[src/hdl/twr_pkg.sv]
// ----------------------------------------------------------------------------
// twr_pkg
// Shared types and constants for the TFTP write receiver.
// ----------------------------------------------------------------------------
package twr_pkg;

  localparam int unsigned AddrWidth = 3;
  localparam int unsigned DataWidth = 32;

  localparam logic [15:0] OpWrq         = 16'd2;
  localparam logic [15:0] OpData        = 16'd3;
  localparam logic [10:0] FullPacketLen = 11'd516;
  localparam logic [10:0] HdrBytes      = 11'd4;
  localparam logic [10:0] MaxPayload    = 11'd1020;
  localparam logic [7:0]  TimeoutReset  = 8'd10;
  localparam logic [7:0]  QuietMax      = 8'd255;

  localparam logic       FuncPacket = 1'b0;
  localparam logic       FuncTick   = 1'b1;
  localparam logic [0:0] RegTimeout = 1'b0;

  typedef enum logic [1:0] {
    END_NONE    = 2'd0,
    END_DONE    = 2'd1,
    END_TIMEOUT = 2'd2
  } end_code_e;

  typedef enum logic [1:0] {
    PH_IDLE = 2'b01,
    PH_RECV = 2'b10
  } phase_e;

  typedef struct packed {
    logic        func;
    logic [15:0] opcode;
    logic [15:0] block_number;
    logic [10:0] packet_length;
  } in_item_t;

  typedef struct packed {
    logic        send_ack;
    logic [15:0] ack_block;
    logic        write_payload;
    logic [9:0]  payload_length;
    logic        transfer_start;
    logic [1:0]  transfer_end;
  } out_item_t;

  typedef struct packed {
    logic [7:0] timeout_seconds;
  } cfg_t;

  typedef struct packed {
    logic full;
    logic empty;
  } buf_status_t;

endpackage

[src/hdl/twr_regs.sv]
// ----------------------------------------------------------------------------
// twr_regs
// Configuration register bank behind the APB-style port.
// ----------------------------------------------------------------------------
module twr_regs (
  input  logic                                clk_i,
  input  logic                                rst_ni,
  input  logic                                psel,
  input  logic                                penable,
  input  logic                                pwrite,
  input  logic [twr_pkg::AddrWidth-1:0]       paddr,
  input  logic [twr_pkg::DataWidth-1:0]       pwdata,
  output logic [twr_pkg::DataWidth-1:0]       prdata,
  output logic                                pready,
  output twr_pkg::cfg_t                       cfg_o
);

  logic [7:0] timeout_q, timeout_d;
  logic       sel_timeout;

  assign pready      = 1'b1;
  assign sel_timeout = (paddr[2] == twr_pkg::RegTimeout);

  always_comb begin
    timeout_d = timeout_q;
    if (psel && penable && pwrite && sel_timeout) begin
      timeout_d = pwdata[7:0];
    end
  end

  always_ff @(posedge clk_i or negedge rst_ni) begin
    if (!rst_ni) begin
      timeout_q <= twr_pkg::TimeoutReset;
    end else begin
      timeout_q <= timeout_d;
    end
  end

  assign prdata = sel_timeout ? {{(twr_pkg::DataWidth-8){1'b0}}, timeout_q}
                              : '0;
  assign cfg_o.timeout_seconds = timeout_q;

endmodule

[src/hdl/twr_fsm.sv]
// ----------------------------------------------------------------------------
// twr_fsm
// Transfer state and the per-item decision logic.
// ----------------------------------------------------------------------------
module twr_fsm (
  input  logic              clk_i,
  input  logic              rst_ni,
  input  logic              step_i,
  input  twr_pkg::in_item_t item_i,
  input  twr_pkg::cfg_t     cfg_i,
  output twr_pkg::out_item_t res_o
);

  twr_pkg::phase_e phase_q, phase_d;
  logic [15:0]     expected_q, expected_d;
  logic [7:0]      quiet_q, quiet_d;
  logic [15:0]     prev_block;
  logic [7:0]      quiet_inc;
  logic [10:0]     len_minus;
  logic            is_data;

  assign prev_block = expected_q - 16'd1;
  assign quiet_inc  = (quiet_q == twr_pkg::QuietMax) ? quiet_q : quiet_q + 8'd1;
  assign len_minus  = item_i.packet_length - twr_pkg::HdrBytes;
  assign is_data    = (item_i.opcode == twr_pkg::OpData);

  always_comb begin
    phase_d    = phase_q;
    expected_d = expected_q;
    quiet_d    = quiet_q;
    res_o      = '0;
    case (phase_q)
      twr_pkg::PH_RECV: begin
        if (item_i.func == twr_pkg::FuncPacket) begin
          if (is_data && item_i.block_number == expected_q) begin
            res_o.write_payload = 1'b1;
            if (item_i.packet_length < twr_pkg::HdrBytes) begin
              res_o.payload_length = '0;
            end else if (len_minus > twr_pkg::MaxPayload) begin
              res_o.payload_length = twr_pkg::MaxPayload[9:0];
            end else begin
              res_o.payload_length = len_minus[9:0];
            end
            res_o.send_ack  = 1'b1;
            res_o.ack_block = expected_q;
            expected_d      = expected_q + 16'd1;
            quiet_d         = '0;
          end else if (is_data && item_i.block_number == prev_block) begin
            res_o.send_ack  = 1'b1;
            res_o.ack_block = prev_block;
          end
          if (item_i.packet_length != twr_pkg::FullPacketLen) begin
            res_o.transfer_end = twr_pkg::END_DONE;
            phase_d            = twr_pkg::PH_IDLE;
          end
        end else begin
          quiet_d = quiet_inc;
          if (quiet_inc >= cfg_i.timeout_seconds) begin
            res_o.transfer_end = twr_pkg::END_TIMEOUT;
            phase_d            = twr_pkg::PH_IDLE;
          end
        end
      end
      default: begin
        phase_d = twr_pkg::PH_IDLE;
        if (item_i.func == twr_pkg::FuncPacket && item_i.opcode == twr_pkg::OpWrq) begin
          res_o.send_ack       = 1'b1;
          res_o.transfer_start = 1'b1;
          expected_d           = 16'd1;
          quiet_d              = '0;
          phase_d              = twr_pkg::PH_RECV;
        end
      end
    endcase
  end

  always_ff @(posedge clk_i or negedge rst_ni) begin
    if (!rst_ni) begin
      phase_q    <= twr_pkg::PH_IDLE;
      expected_q <= '0;
      quiet_q    <= '0;
    end else if (step_i) begin
      phase_q    <= phase_d;
      expected_q <= expected_d;
      quiet_q    <= quiet_d;
    end
  end

endmodule

[src/hdl/twr_out_buf.sv]
// ----------------------------------------------------------------------------
// twr_out_buf
// Two-entry result buffer that decouples the output stall from the input.
// ----------------------------------------------------------------------------
module twr_out_buf (
  input  logic                clk_i,
  input  logic                rst_ni,
  input  logic                push_i,
  input  twr_pkg::out_item_t  data_i,
  input  logic                pop_i,
  output twr_pkg::out_item_t  data_o,
  output twr_pkg::buf_status_t status_o
);

  twr_pkg::out_item_t slot_q [2];
  logic               wr_ptr_q, wr_ptr_d;
  logic               rd_ptr_q, rd_ptr_d;
  logic [1:0]         count_q, count_d;

  always_comb begin
    wr_ptr_d = push_i ? ~wr_ptr_q : wr_ptr_q;
    rd_ptr_d = pop_i ? ~rd_ptr_q : rd_ptr_q;
    count_d  = count_q + {1'b0, push_i} - {1'b0, pop_i};
  end

  always_ff @(posedge clk_i or negedge rst_ni) begin
    if (!rst_ni) begin
      wr_ptr_q <= 1'b0;
      rd_ptr_q <= 1'b0;
      count_q  <= '0;
    end else begin
      wr_ptr_q <= wr_ptr_d;
      rd_ptr_q <= rd_ptr_d;
      count_q  <= count_d;
    end
  end

  always_ff @(posedge clk_i) begin
    if (push_i) begin
      slot_q[wr_ptr_q] <= data_i;
    end
  end

  assign data_o         = slot_q[rd_ptr_q];
  assign status_o.full  = (count_q == 2'd2);
  assign status_o.empty = (count_q == 2'd0);

endmodule

[src/hdl/tftp_write_receiver_core.sv]
// ----------------------------------------------------------------------------
// tftp_write_receiver_core
// Receiving side of a TFTP write transfer, one result per input item.
// ----------------------------------------------------------------------------
// Each input transfer carries either a parsed packet header or a one-second
// tick, and produces exactly one result transfer with the acknowledgement,
// payload write, start and end indications for that item.
// Input and output use valid and stall; a transfer happens when valid is high
// and stall is low. An accepted item updates the transfer state at the same
// edge and its result is written into a two-entry output buffer, so it can be
// taken from the cycle after acceptance. Throughput is one item per cycle
// while the input stall is low. When the receiver stalls, the buffer holds
// up to two results and the input stall rises once both entries are in use;
// the input stall is driven from the buffer fill level alone.
// The timeout register must be written through the APB-style port while no
// item is in flight (the block does not enforce this); reads return it. Reset
// makes the block idle with an empty buffer and a timeout of ten seconds.
// ----------------------------------------------------------------------------
module tftp_write_receiver_core (
  input  logic                          clk_i,
  input  logic                          rst_ni,
  input  logic                          in_valid_i,
  output logic                          in_stall_o,
  input  twr_pkg::in_item_t             in_data_i,
  output logic                          out_valid_o,
  input  logic                          out_stall_i,
  output twr_pkg::out_item_t            out_data_o,
  input  logic                          psel,
  input  logic                          penable,
  input  logic                          pwrite,
  input  logic [twr_pkg::AddrWidth-1:0] paddr,
  input  logic [twr_pkg::DataWidth-1:0] pwdata,
  output logic [twr_pkg::DataWidth-1:0] prdata,
  output logic                          pready
);

  twr_pkg::cfg_t        cfg;
  twr_pkg::out_item_t   result;
  twr_pkg::buf_status_t buf_status;
  logic                 in_xfer;
  logic                 out_xfer;

  assign in_stall_o  = buf_status.full;
  assign out_valid_o = ~buf_status.empty;
  assign in_xfer     = in_valid_i & ~in_stall_o;
  assign out_xfer    = out_valid_o & ~out_stall_i;

  twr_regs u_regs (
    .clk_i   (clk_i),
    .rst_ni  (rst_ni),
    .psel    (psel),
    .penable (penable),
    .pwrite  (pwrite),
    .paddr   (paddr),
    .pwdata  (pwdata),
    .prdata  (prdata),
    .pready  (pready),
    .cfg_o   (cfg)
  );

  twr_fsm u_fsm (
    .clk_i  (clk_i),
    .rst_ni (rst_ni),
    .step_i (in_xfer),
    .item_i (in_data_i),
    .cfg_i  (cfg),
    .res_o  (result)
  );

  twr_out_buf u_out_buf (
    .clk_i    (clk_i),
    .rst_ni   (rst_ni),
    .push_i   (in_xfer),
    .data_i   (result),
    .pop_i    (out_xfer),
    .data_o   (out_data_o),
    .status_o (buf_status)
  );

  a_write_has_ack : assert property (@(posedge clk_i) disable iff (!rst_ni)
    out_valid_o && out_data_o.write_payload |-> out_data_o.send_ack)
    else $error("payload write without acknowledgement");

  a_start_acks_zero : assert property (@(posedge clk_i) disable iff (!rst_ni)
    out_valid_o && out_data_o.transfer_start |->
      out_data_o.send_ack && out_data_o.ack_block == '0 &&
      out_data_o.transfer_end == twr_pkg::END_NONE)
    else $error("transfer start without acknowledgement of block zero");

  a_end_code : assert property (@(posedge clk_i) disable iff (!rst_ni)
    out_valid_o |-> out_data_o.transfer_end == twr_pkg::END_NONE ||
      out_data_o.transfer_end == twr_pkg::END_DONE ||
      out_data_o.transfer_end == twr_pkg::END_TIMEOUT)
    else $error("invalid transfer end code");

  a_fill_stall : assert property (@(posedge clk_i) disable iff (!rst_ni)
    in_xfer && out_valid_o && out_stall_i |=> in_stall_o)
    else $error("buffer full but input not stalled");

endmodule

[config.mk]
export PLATFORM = sky130hd
export DESIGN_NAME = tftp_write_receiver_core
export DESIGN_NICKNAME = d
export VERILOG_FILES = /design/src/hdl/twr_pkg.sv /design/src/hdl/twr_regs.sv /design/src/hdl/twr_fsm.sv /design/src/hdl/twr_out_buf.sv /design/src/hdl/tftp_write_receiver_core.sv
export SDC_FILE = /design/constraint.sdc
export NUM_CORES = 1
export LEC_CHECK = 0
export ABC_AREA = 1
export ABC_CLOCK_PERIOD_IN_PS = 4880
export BUFFER_PORTS_ARGS = -buffer_cell sky130_fd_sc_hd__buf_4
export CAP_MARGIN = 5
export CORE_ASPECT_RATIO = 1.5
export CORE_MARGIN = 3
export CORE_UTILIZATION = 50
export CTS_BUF_LIST = sky130_fd_sc_hd__clkbuf_4 sky130_fd_sc_hd__clkbuf_8 sky130_fd_sc_hd__clkbuf_16
export CTS_CLUSTER_DIAMETER = 120
export DETAILED_ROUTE_END_ITERATION = 10
export PLACE_DENSITY = 0.74
export SLEW_MARGIN = 20
export SYNTH_ARGS = -nofsm -noshare
export SYNTH_HDL_FRONTEND = slang
export SYNTH_HIERARCHICAL = 1
export SYNTH_SLANG_ARGS = --single-unit
export TNS_END_PERCENT = 100
[constraint.sdc]
create_clock -name clk_i -period 4.88 [get_ports clk_i]
set_input_delay 0.488 -clock clk_i [delete_from_list [all_inputs] [get_ports clk_i]]
set_output_delay 0.488 -clock clk_i [all_outputs]
set_load 0.01 [all_outputs]
==> flow_summary_export.csv <==
group,metric,value,unit
sta,maxSlewViolCount,0,
job,maxCapViolations,0,
finish,final_core_util,58.0,%
setup_path,r2r_setup_slack,1.89,ns
die,die_x,102,µm
yosys,synth_top_family_by_area,"simple AND/OR/NAND/NOR gates",
sta,tightestPinTransition,0.730,ns
finish,drive_above_1_share,19.9,%
grt,antenna_found_initial,0,
route,ant_nets,0,
clock_network,cts_setup_buffers,0,
grt,grt_use_total,19.9,%
power_and_ir_drop,ir_drop,0.167,mV
route,routed_wl,14800,µm
yosys,synth_fa_ha_area_share,2.89,%
place,dp.final_hpwl,11400,µm
sta,tns,0,ns
die,num_rows,52,
die,start_util,51.1,%
route,wire_per_inst,13.4,µm
grt,grt_max_degree,43,
yosys,yosys.area_share.simple,28.1,%
clock_network,cts_root_buffer,"clkbuf_16",
clock_network,cts_tree,"built",
yosys,synthMuxAreaShare,0.163,%
place,port_buffers,100,
yosys,ys_types,43,
place,place_area,0.00753,mm²
setup_path,regToRegStartpoint,"u_fsm/quiet_q[0]",
die,die_h,150,µm
outcome,outcome,"completed",
sta,period_share,61.4,%
yosys,syn_area_per_cell,8.10,µm²
finish,final_area,0.00785,mm²
route,remaining_drc_errors,0,
grt,grt_pass1_wl,24000,µm
die,pin_count,152,
clock_network,cts_buffers,9,
sta,rsz0062_at_grt,"no",
route,routed-via-count,5608,
die,coreArea,0.0135,mm²
sta,setup_violations,0,
sta,finalHoldViolCount,0,
grt,grt_pass1_vias,5280,
setup_path,reg2reg_depth,14,
finish,diodes,0,
power_and_ir_drop,power_density,344,mW/mm²
sta,fmax,334,MHz
yosys,ys_ff_latch,100,
setup_path,cp_data_arrival_time,3.22,ns
setup_path,critPathMaxFanout,7,
worst_hold_path,hp-class,"primary input to asynchronous set/reset pin",
power_and_ir_drop,p_leak,3.74,nW
yosys,ys_seq_area_share,40.7,%
yosys,synth_compound_area_share,7.36,%
die,die_area,0.0153,mm²
clock_network,h-tree-depth,3,
route,via_per_inst,5.08,
clock_network,cts_sinks,100,
clock_network,clk_latency,0.35,ns
setup_path,setup.worst_path.end_class,"flip-flop",
grt,gr-total-overflow,0,
setup_path,required,5.10,ns
finish,final_net_count,1040,
setup_path,cp-start-kind,"flip-flop",
clock_network,clk_pin_slew,0.07,ns
clock_network,ctsHoldBuffers,0,
place,gp_congestion,0.898,
clock_network,postCtsResizedCells,0,
finish,area_delta_synth_final,13.3,%
yosys,yosys_warnings,6,
route,drt_iter0_markers,238,
setup_path,path_class,"flip-flop to flip-flop",
yosys,syn_inst,854,
yosys,synth-xor-area-share,6.83,%
sta,period_needed,2.99,ns
sta,skew,0.00681,ns
sta,max_slew_margin,51.3,%
yosys,netlist_area,0.00692,mm²
setup_path,r2r_end,"u_fsm/phase_q[1]",
route,firstDrtPassIters,4,
clock_network,clock_path_buffers,2,
-- stage by stage --
stage	power [mW]	setup slack (ns)	cells	hold slack [ns]
detailed placement	1.98	1.95	1089	0.465
global placement	1.96	2.00	1089	0.458
global route	2.86	1.47	1105	0.140
CTS	2.73	1.92	1105	0.126
floorplan	1.70	2.31	877	0.192
finish	2.70	1.89	1105	0.0964
-- flip-flops by register name, indices dropped and copies added (netlist names) --
signal              count
u_fsm/expected_q       16
u_fsm/phase_q           2
u_fsm/quiet_q           8
u_out_buf/count_q       2
u_out_buf/rd_ptr_q      1
u_out_buf/slot_q       62
u_out_buf/wr_ptr_q      1
u_regs/cfg_o            8
-- synth_stat cells, drive strengths merged --
cell type  instances  area, µm²
clkbuf             2       17.5
nor3              17       96.4
nand4             24        169
nand3             58        313
dfrtp             35        876
o21ai             60        413
a31oi              2       12.5
nor2              97        460
clkinv             3       11.3
dfstp              3       78.8
conb               2       7.51
edfxtp            62       1860
buf               53        455
o2111ai            1       8.76
xnor2             13        114
nor3b              2       15.0
nor4               3       18.8
mux2               1       11.3
nand2            209        812
a21oi             15       75.1
xor2              41        359
inv              127        477
nor4b              1       8.76
or2                2       12.5
nand3b             5       37.5
ha                16        200
-- logic make-up after synthesis --
logic type,after synthesis
fa+ha+maj,16
other cells,2
flops,100
mux,1
buf+inv,185
simple gates,418
compound gates,78
xor+xnor,54
-- how the worst max path moves through the flow --
stage,from,end,cells past startpoint
detailed placement,u_fsm/quiet_q[0],u_fsm/phase_q[1],14
global placement,u_fsm/quiet_q[0],u_fsm/phase_q[1],14
global route,u_fsm/quiet_q[0],u_fsm/phase_q[1],15
floorplan,u_fsm/quiet_q[0],u_fsm/phase_q[1],14
CTS,u_fsm/quiet_q[0],u_fsm/phase_q[1],14
finish,u_fsm/quiet_q[0],u_fsm/phase_q[1],14
-- cell usage in the layout, fill, tap and decap left out, drive strengths merged, types with 15 or more instances in the layout --
cell type	synthesis	final
ha	16	16
edfxtp	62	62
xor2	41	41
conb	2	25
buf	53	105
inv	127	131
dfrtp	35	35
nor3	17	17
nand4	24	24
o21ai	60	60
a21oi	15	15
nor2	97	97
nand2	209	209
nand3	58	58
-- final cells by class --
class / count / area, µm²
fillers: 1229 / 5690
multi-input cells: 592 / 3230
flip-flops and latches: 100 / 2820
repair buffers: 105 / 788
inverters: 130 / 488
clock buffers: 10 / 239
well taps: 162 / 203
clock inverters: 6 / 76.3
-- metal layers --
layer	wire, µm	share of wire [%]	track usage, %
met1	5660	38	21.8
met5	0	0	0
met3	648	4.4	2.78
met2	7840	53	36.3
met4	648	4.4	10.7
-- worst max-delay path, cell delays in order (launching register included) --
cell and delay (ns):
dfrtp_1 0.42, ha_1 0.19, inv_1 0.06, nor3_1 0.24
nand3_1 0.11, nor2_1 0.13, nand2_1 0.19, mux2_2 0.34
ha_1 0.30, a21oi_1 0.15, o21ai_0 0.08, nand2_1 0.06
o2111ai_1 0.13, o21ai_0 0.34, o21ai_0 0.13
-- report_power, final --
part | internal [mW] | switching [mW]
logic | 0.344 | 0.467
registers | 1.06 | 0.0755
clock network | 0.422 | 0.328
Note: power is estimated with default switching activity, not from simulation.
